===== config.mk =====
export PLATFORM = sky130hd
export DESIGN_NAME = ultrasonic_door_controller
export DESIGN_NICKNAME = d
export VERILOG_FILES = /design/src/udc_pkg.sv /design/src/ultrasonic_door_controller.sv
export SDC_FILE = /design/constraint.sdc
export NUM_CORES = 1
export LEC_CHECK = 0
export BUFFER_PORTS_ARGS = -buffer_cell sky130_fd_sc_hd__buf_4
export CORE_MARGIN = 1
export CORE_UTILIZATION = 58
export CTS_CLUSTER_DIAMETER = 40
export CTS_CLUSTER_SIZE = 25
export DETAILED_ROUTE_END_ITERATION = 10
export PLACE_DENSITY = 0.74
export SYNTH_ARGS = -nofsm -noshare
export SYNTH_HDL_FRONTEND = slang
export SYNTH_SLANG_ARGS = --single-unit

===== constraint.sdc =====
create_clock -name clk -period 12 [get_ports clk]
set_input_delay 3.6 -clock clk [delete_from_list [all_inputs] [get_ports clk]]
set_output_delay 3.6 -clock clk [all_outputs]
set_load 0.03 [all_outputs]

===== src/udc_pkg.sv =====
// Shared types and constants for the ultrasonic door controller.
// Depends on nothing; used by ultrasonic_door_controller.
package udc_pkg;

  // Sequencer phase codes
  localparam logic [2:0] PH_SETTLE = 3'd0;
  localparam logic [2:0] PH_TRIG   = 3'd1;
  localparam logic [2:0] PH_WAIT   = 3'd2;
  localparam logic [2:0] PH_MEAS   = 3'd3;
  localparam logic [2:0] PH_GAP    = 3'd4;
  localparam logic [2:0] PH_GRACE  = 3'd5;

  // Configuration register indexes
  localparam logic [3:0] REG_NEAR_TICKS      = 4'd0;
  localparam logic [3:0] REG_FAR_TICKS       = 4'd1;
  localparam logic [3:0] REG_OPEN_PULSE_US   = 4'd2;
  localparam logic [3:0] REG_CLOSED_PULSE_US = 4'd3;
  localparam logic [3:0] REG_ECHO_WAIT_LIMIT = 4'd4;
  localparam logic [3:0] REG_CLOSED_GAP_US   = 4'd5;
  localparam logic [3:0] REG_OPEN_GAP_US     = 4'd6;
  localparam logic [3:0] REG_GRACE_US        = 4'd7;

  // Configuration reset values
  localparam logic [15:0] RST_NEAR_TICKS      = 16'd1166;
  localparam logic [15:0] RST_FAR_TICKS       = 16'd1458;
  localparam logic [11:0] RST_OPEN_PULSE_US   = 12'd2000;
  localparam logic [11:0] RST_CLOSED_PULSE_US = 12'd1000;
  localparam logic [15:0] RST_ECHO_WAIT_LIMIT = 16'd30000;
  localparam logic [19:0] RST_CLOSED_GAP_US   = 20'd100000;
  localparam logic [19:0] RST_OPEN_GAP_US     = 20'd50000;
  localparam logic [19:0] RST_GRACE_US        = 20'd800000;

  // Servo pulse limits and reset pulse
  localparam logic [11:0] PULSE_MIN   = 12'd500;
  localparam logic [11:0] PULSE_MAX   = 12'd2500;
  localparam logic [11:0] PULSE_RESET = 12'd1000;

  // One result transaction
  typedef struct packed {
    logic        trigger_level;
    logic        servo_pwm;
    logic        door_open;
    logic        measure_done;
    logic        no_echo;
    logic [15:0] echo_width;
  } res_t;

  // Clamp a servo pulse width into the legal range
  function automatic logic [11:0] clamp_pulse(input logic [11:0] p);
    logic [11:0] r;
    if (p < PULSE_MIN) begin
      r = PULSE_MIN;
    end else if (p > PULSE_MAX) begin
      r = PULSE_MAX;
    end else begin
      r = p;
    end
    return r;
  endfunction

endpackage


===== src/ultrasonic_door_controller.sv =====
// Ultrasonic door controller top level: ranging sequencer, door logic, servo PWM.
// Depends on udc_pkg (phase codes, register indexes, result struct, clamp).
//
// One input transaction is one 1 us tick carrying the echo pin level; every tick
// yields exactly one registered result transaction. The block takes a new tick in
// every clock cycle unless the skid buffer is full: all state updates for a tick
// happen in one pass of logic into the state and result registers. Results leave
// through an output register backed by a one-entry skid buffer, so input is still
// taken while one result waits; input stalls only when both are full. The
// configuration port is always ready and writes one register per transaction;
// writes beyond index 7 are ignored.
module ultrasonic_door_controller #(
  parameter int PWM_PERIOD  = 20000,
  parameter int ECHO_LIMIT  = 60000,
  parameter int TRIG_WIDTH  = 10,
  parameter int TRIG_SETTLE = 2
) (
  input  logic        clk,
  input  logic        rst,
  // tick input channel
  input  logic        in_valid,
  output logic        in_ready,
  input  logic        echo_level,
  // result channel
  output logic        out_valid,
  input  logic        out_ready,
  output logic        trigger_level,
  output logic        servo_pwm,
  output logic        door_open,
  output logic        measure_done,
  output logic        no_echo,
  output logic [15:0] echo_width,
  // configuration write channel
  input  logic        cfg_valid,
  output logic        cfg_ready,
  input  logic [3:0]  cfg_index,
  input  logic [19:0] cfg_data
);

  localparam int PWM_W = $clog2(PWM_PERIOD);

  localparam logic [20:0]    ECHO_LIM_C  = 21'(ECHO_LIMIT);
  localparam logic [15:0]    ECHO_LIM_W  = 16'(ECHO_LIMIT);
  localparam logic [20:0]    TRIG_W_C    = 21'(TRIG_WIDTH);
  localparam logic [20:0]    SETTLE_C    = 21'(TRIG_SETTLE);
  localparam logic [PWM_W:0] PWM_PER_C   = (PWM_W + 1)'(PWM_PERIOD);

  // Configuration registers
  logic [15:0] near_ticks;
  logic [15:0] far_ticks;
  logic [11:0] open_pulse_us;
  logic [11:0] closed_pulse_us;
  logic [15:0] echo_wait_limit;
  logic [19:0] closed_gap_us;
  logic [19:0] open_gap_us;
  logic [19:0] grace_us;

  // Controller state
  logic [2:0]       phase,        phase_next;
  logic [19:0]      phase_count,  phase_count_next;
  logic             door_is_open, door_is_open_next;
  logic             leaving,      leaving_next;
  logic [PWM_W-1:0] pwm_count,    pwm_count_next;
  logic [11:0]      servo_pulse,  servo_pulse_next;
  logic [15:0]      last_width,   last_width_next;

  // Output register and skid buffer
  udc_pkg::res_t out_res;
  udc_pkg::res_t skid_res;
  udc_pkg::res_t res_next;
  logic          skid_valid;

  logic        accept;
  logic [20:0] cnt_inc;
  logic [PWM_W:0] pwm_inc;
  logic        fin;
  logic        fin_tout;
  logic [15:0] fin_width;
  logic [15:0] meas_w;
  logic        trig;
  logic        pwm_bit;

  assign cfg_ready = 1'b1;
  assign in_ready  = !skid_valid;
  assign accept    = in_valid && in_ready;

  // Configuration writes
  always_ff @(posedge clk) begin
    if (rst) begin
      near_ticks      <= udc_pkg::RST_NEAR_TICKS;
      far_ticks       <= udc_pkg::RST_FAR_TICKS;
      open_pulse_us   <= udc_pkg::RST_OPEN_PULSE_US;
      closed_pulse_us <= udc_pkg::RST_CLOSED_PULSE_US;
      echo_wait_limit <= udc_pkg::RST_ECHO_WAIT_LIMIT;
      closed_gap_us   <= udc_pkg::RST_CLOSED_GAP_US;
      open_gap_us     <= udc_pkg::RST_OPEN_GAP_US;
      grace_us        <= udc_pkg::RST_GRACE_US;
    end else if (cfg_valid) begin
      unique case (cfg_index)
        udc_pkg::REG_NEAR_TICKS:      near_ticks      <= cfg_data[15:0];
        udc_pkg::REG_FAR_TICKS:       far_ticks       <= cfg_data[15:0];
        udc_pkg::REG_OPEN_PULSE_US:   open_pulse_us   <= cfg_data[11:0];
        udc_pkg::REG_CLOSED_PULSE_US: closed_pulse_us <= cfg_data[11:0];
        udc_pkg::REG_ECHO_WAIT_LIMIT: echo_wait_limit <= cfg_data[15:0];
        udc_pkg::REG_CLOSED_GAP_US:   closed_gap_us   <= cfg_data;
        udc_pkg::REG_OPEN_GAP_US:     open_gap_us     <= cfg_data;
        udc_pkg::REG_GRACE_US:        grace_us        <= cfg_data;
        default: begin
        end
      endcase
    end
  end

  // Servo PWM: level from values at tick start, period counter wraps
  always_comb begin
    pwm_bit = ({{(16 - PWM_W){1'b0}}, pwm_count} < {4'd0, servo_pulse});
    pwm_inc = {1'b0, pwm_count} + (PWM_W + 1)'(1);
    if (pwm_inc >= PWM_PER_C) begin
      pwm_count_next = '0;
    end else begin
      pwm_count_next = pwm_inc[PWM_W-1:0];
    end
  end

  // Ranging sequencer and door decision for one tick
  always_comb begin
    phase_next        = phase;
    phase_count_next  = phase_count;
    door_is_open_next = door_is_open;
    leaving_next      = leaving;
    servo_pulse_next  = servo_pulse;
    last_width_next   = last_width;
    trig      = 1'b0;
    fin       = 1'b0;
    fin_tout  = 1'b0;
    fin_width = '0;
    meas_w    = '0;
    cnt_inc   = {1'b0, phase_count} + 21'd1;

    unique case (phase)
      udc_pkg::PH_TRIG: begin
        trig = 1'b1;
        if (cnt_inc >= TRIG_W_C) begin
          phase_next       = udc_pkg::PH_WAIT;
          phase_count_next = '0;
        end else begin
          phase_count_next = cnt_inc[19:0];
        end
      end
      udc_pkg::PH_WAIT: begin
        if (echo_level) begin
          phase_next       = udc_pkg::PH_MEAS;
          phase_count_next = 20'd1;
          if (21'd1 >= ECHO_LIM_C) begin
            fin       = 1'b1;
            fin_width = ECHO_LIM_W;
          end
        end else begin
          phase_count_next = cnt_inc[19:0];
          if (cnt_inc >= {5'd0, echo_wait_limit}) begin
            fin      = 1'b1;
            fin_tout = 1'b1;
          end
        end
      end
      udc_pkg::PH_MEAS: begin
        if (echo_level) begin
          phase_count_next = cnt_inc[19:0];
          if (cnt_inc >= ECHO_LIM_C) begin
            fin       = 1'b1;
            fin_width = ECHO_LIM_W;
          end
        end else begin
          fin       = 1'b1;
          fin_width = phase_count[15:0];
        end
      end
      udc_pkg::PH_GAP: begin
        phase_count_next = cnt_inc[19:0];
        if (cnt_inc >= {1'b0, (door_is_open ? open_gap_us : closed_gap_us)}) begin
          phase_next       = udc_pkg::PH_SETTLE;
          phase_count_next = '0;
        end
      end
      udc_pkg::PH_GRACE: begin
        if (({1'b0, phase_count} >= {1'b0, grace_us}) || (cnt_inc >= {1'b0, grace_us})) begin
          // hold over: close and pause with the closed gap
          door_is_open_next = 1'b0;
          leaving_next      = 1'b0;
          servo_pulse_next  = udc_pkg::clamp_pulse(closed_pulse_us);
          phase_count_next  = '0;
          phase_next = (closed_gap_us == '0) ? udc_pkg::PH_SETTLE : udc_pkg::PH_GAP;
        end else begin
          phase_count_next = cnt_inc[19:0];
        end
      end
      default: begin
        // settle, and any undefined code
        phase_next       = udc_pkg::PH_SETTLE;
        phase_count_next = cnt_inc[19:0];
        if (cnt_inc >= SETTLE_C) begin
          phase_next       = udc_pkg::PH_TRIG;
          phase_count_next = '0;
        end
      end
    endcase

    // Measurement complete: record width and decide the door
    if (fin) begin
      meas_w           = fin_tout ? 16'd0 : fin_width;
      last_width_next  = meas_w;
      phase_count_next = '0;
      if (!door_is_open) begin
        if (!fin_tout && (meas_w != 16'd0) && (meas_w <= near_ticks)) begin
          door_is_open_next = 1'b1;
          servo_pulse_next  = udc_pkg::clamp_pulse(open_pulse_us);
          phase_next        = udc_pkg::PH_SETTLE;
        end else begin
          phase_next = (closed_gap_us == '0) ? udc_pkg::PH_SETTLE : udc_pkg::PH_GAP;
        end
      end else if (fin_tout || (meas_w >= far_ticks)) begin
        leaving_next = 1'b1;
        phase_next   = udc_pkg::PH_GRACE;
      end else begin
        phase_next = (open_gap_us == '0) ? udc_pkg::PH_SETTLE : udc_pkg::PH_GAP;
      end
    end

    res_next.trigger_level = trig;
    res_next.servo_pwm     = pwm_bit;
    res_next.door_open     = door_is_open_next;
    res_next.measure_done  = fin;
    res_next.no_echo       = fin_tout;
    res_next.echo_width    = last_width_next;
  end

  // State advances once per accepted tick
  always_ff @(posedge clk) begin
    if (rst) begin
      phase        <= udc_pkg::PH_SETTLE;
      phase_count  <= '0;
      door_is_open <= 1'b0;
      leaving      <= 1'b0;
      pwm_count    <= '0;
      servo_pulse  <= udc_pkg::PULSE_RESET;
      last_width   <= '0;
    end else if (accept) begin
      phase        <= phase_next;
      phase_count  <= phase_count_next;
      door_is_open <= door_is_open_next;
      leaving      <= leaving_next;
      pwm_count    <= pwm_count_next;
      servo_pulse  <= servo_pulse_next;
      last_width   <= last_width_next;
    end
  end

  // Output register with skid buffer: control
  always_ff @(posedge clk) begin
    if (rst) begin
      out_valid  <= 1'b0;
      skid_valid <= 1'b0;
    end else if (!out_valid || out_ready) begin
      out_valid  <= skid_valid || accept;
      skid_valid <= 1'b0;
    end else if (accept) begin
      skid_valid <= 1'b1;
    end
  end

  // Output register with skid buffer: payload
  always_ff @(posedge clk) begin
    if (!out_valid || out_ready) begin
      if (skid_valid) begin
        out_res <= skid_res;
      end else if (accept) begin
        out_res <= res_next;
      end
    end else if (accept) begin
      skid_res <= res_next;
    end
  end

  assign trigger_level = out_res.trigger_level;
  assign servo_pwm     = out_res.servo_pwm;
  assign door_open     = out_res.door_open;
  assign measure_done  = out_res.measure_done;
  assign no_echo       = out_res.no_echo;
  assign echo_width    = out_res.echo_width;

  // Assertions
  a_leave_needs_open: assert property (@(posedge clk) disable iff (rst)
    leaving |-> door_is_open)
    else $error("leaving set while door closed");

  a_grace_needs_leave: assert property (@(posedge clk) disable iff (rst)
    (phase == udc_pkg::PH_GRACE) |-> leaving)
    else $error("grace hold without leaving flag");

  a_skid_behind_out: assert property (@(posedge clk) disable iff (rst)
    skid_valid |-> out_valid)
    else $error("skid holds a result while output register is empty");

  a_no_echo_with_done: assert property (@(posedge clk) disable iff (rst)
    (out_valid && !out_res.measure_done) |-> !out_res.no_echo)
    else $error("no_echo raised without measure_done");

  a_pulse_range: assert property (@(posedge clk) disable iff (rst)
    (servo_pulse >= udc_pkg::PULSE_MIN) && (servo_pulse <= udc_pkg::PULSE_MAX))
    else $error("servo pulse outside clamp range");

endmodule

==> out/results.tsv <==
metric	value	unit
outcome	completed	
pwr-share-comb	13.6	%
finalCriticalPeriod	6.83	ns
crit_family	compound AO/OA/AOI/OAI gates	
drv_cap	0	
tritoncts	built	
initial_utilization	59.2	%
power.density	144	nW/um2
r2r-start	phase_count[1]	
place_area	14900	um2
clock_path_buffers	3	
hold_ws	0.454	ns
cpPeakStageDelay	0.79	ns
skew	0.0325	ns
place_congestion	0.931	
ys.flop_type	dfxtp_1	
totalWireLength	39.4	mm
clock_latency	0.54	ns
port-buffer-count	52	
root_buffer	clkbuf_16	
path_max_fanout	24	
fin_area	16200	um2
ys_warn_count	0	
syn-cell-area	14400	um2
dp_slack	4.66	ns
antenna_left	0	
critPathSlowestCell	o311a_1	
num_vias	12600	
routedWlPerCell	18.9	um
rsz0062_at_grt	false	
seq_area_frac_synth	36.6	%
coreArea	24400	um2
max_slew_margin	23.9	%
post_cts_buffers	0	
die_w	160	um
drc	0	
swShare	27.8	%
io_pins	54	
worst_slew_pin_slew	1.14	ns
hold_viol	0	
hold_class	reg2reg	
synthesis.nets	1893	
final_util	66.4	%
fp.dieH	160	um
synthCells	1738	
setup_viol	0	
synth.distinct_cells	83	
grt_overflow	0	
synth_area_per_cell	8.31	um2
synth_edf_count	42	
async_flop_share	0	%
arrival	7.22	ns
cp-startpoint	echo_level	
first_iter_violations	1052	
drive_gt1_share	12.5	%
p_sw	0.648	mW
fin_cells	2088	
grt_usage	30.7	%
antenna_found_initial	0	
slew_violations	0	
post-route-period-util	56.9	%
vdd_drop_max	129	uV
fmax	146	MHz
power_leakage	6.63	nW
required	12.39	ns
hold_path.startpoint	echo_wait_limit[3]	
pwr-share-clk	48.7	%
grt_max_degree	104	
clkSinkCount	243	
finalNetCount	1890	
fp-row-count	57	
finalPower	2.33	mW
diodes	0	
first_global_vias	11700	
holdBufCountCts	0	
clk_pin_slew	0.06	ns
grt_pass1_wl	62.6	mm
synth-seq-cells	243	
cts_resized	0	
fin_ws	5.17	ns
dp_hpwl	27.7	mm
vias_per_cell	6.03	
synthToLayoutAreaGrowth	12.2	%
critical_path_buf_inv_count	4	
fp.dieArea	25500	um2
cp-start-kind	input pin	
power_frac_seq	37.7	%
tns	0	ns
h-tree-depth	2	
path_cells	buf_4, inv_1, o31ai_1, buf_4, nor2_1, ha_1, a211o_1, nor3_1, o21ai_0, o211a_1, nor4b_1, o311a_1, inv_1, o311ai_1, o31ai_1	
p_int	1.68	mW
dp_cells	2020	
cts_buffers	37	
path_class	in2reg	
endpoint_kind	flop	
first_pass_iters	6	
cell usage in the layout (no fill, tap or decap), drive strengths merged, types with 25 or more instances in the layout:
cell    count
nand3b     37
a21oi     151
dfxtp     201
mux2i      27
o21ai      60
nor3       48
nor4       25
mux2       30
edfxtp     42
inv       119
nand3      35
buf        69
ha        125
nor2      139
nand2     297
clkbuf     42
a211oi     25
cell families after synthesis:
family	Yosys count	share of synthesized area (%)
xor+xnor	17	1.03
simple gates	694	23.3
flops	243	36.6
mux	57	4.29
compound gates	378	17.4
buf+inv	223	6.56
other cells	1	0.0260
fa+ha+maj	125	10.8
sequential cells by signal, summed over array words and instances, names as in the netlist, 20 cells and up:
register       cells
open_gap_us       20
grace_us          20
skid_res          21
closed_gap_us     20
phase_count       20
metal layers:
metal / vias to the layer above / global-route usage (%) / share of wire, %
met5: - / 0 / 0
met4: 0 / 8.44 / 2.4
met3: 82 / 4.23 / 6.5
met2: 431 / 49.0 / 45
met1: 5943 / 43.6 / 46
li1: 6129 / - / -
final cells by class:
cell class	count	area [um2]
clock buffers	42	976
inverters	112	420
fillers	2085	8190
flip-flops and latches	243	5290
well taps	324	405
multi-input cells	1272	8240
repair buffers	69	522
clock inverters	26	347
Yosys cell counts (9+ instances only):
library cell / n / area (um2)
xnor2_1: 11 / 96.3
a211oi_1: 25 / 188
a211o_1: 23 / 201
clkbuf_1: 69 / 259
nor2_2: 10 / 62.6
a21oi_1: 151 / 756
buf_4: 18 / 135
nor2b_1: 9 / 56.3
nand2_1: 297 / 1110
dfxtp_1: 201 / 4020
nor4_1: 25 / 156
and3_1: 21 / 131
nand3_1: 35 / 175
nand4_1: 17 / 106
o21ai_0: 58 / 290
buf_2: 11 / 55.1
nand2b_1: 9 / 56.3
nand3b_1: 37 / 278
or3_1: 12 / 75.1
nor3_1: 46 / 230
ha_1: 125 / 1560
mux2_2: 28 / 315
a21o_1: 16 / 120
inv_1: 112 / 420
o211ai_1: 11 / 82.6
mux2i_1: 26 / 260
o21a_1: 16 / 120
edfxtp_1: 42 / 1260
nor2_1: 129 / 484
a31oi_1: 9 / 56.3
a22oi_2: 10 / 125
final timing paths:
path,to,slack [ns],depth (start not counted)
setup / recovery,servo_pulse[2],5.17,15
hold / removal,echo_wait_limit[3],0.45,2
setup reg to reg,servo_pulse[2],5.84,19
hold reg to reg,echo_wait_limit[3],0.45,2
worst reg2reg max path, cell delays in order (launching register included):
cell	delay (ns)
dfxtp_1	0.64
ha_1	0.33
and3_1	0.53
nand2_1	0.23
nor3_4	0.26
mux2i_1	0.68
or2_1	0.28
o31ai_1	0.09
buf_4	0.18
nor2_1	0.20
ha_1	0.29
a211o_1	0.33
nor3_1	0.12
o21ai_0	0.10
o211a_1	0.15
nor4b_1	0.28
o311a_1	0.79
inv_1	0.15
o311ai_1	0.30
o31ai_1	0.11
power by group through the flow:
stage	clock network (mW)	logic [mW]	registers (mW)
global route	1.18	0.342	0.883
global placement	0	0.302	0.896
floorplan	0	0.213	0.904
finish	1.13	0.316	0.880
detailed placement	0	0.309	0.897
CTS	1.15	0.312	0.880
No activity file was read; power rests on OpenSTA's default activity.
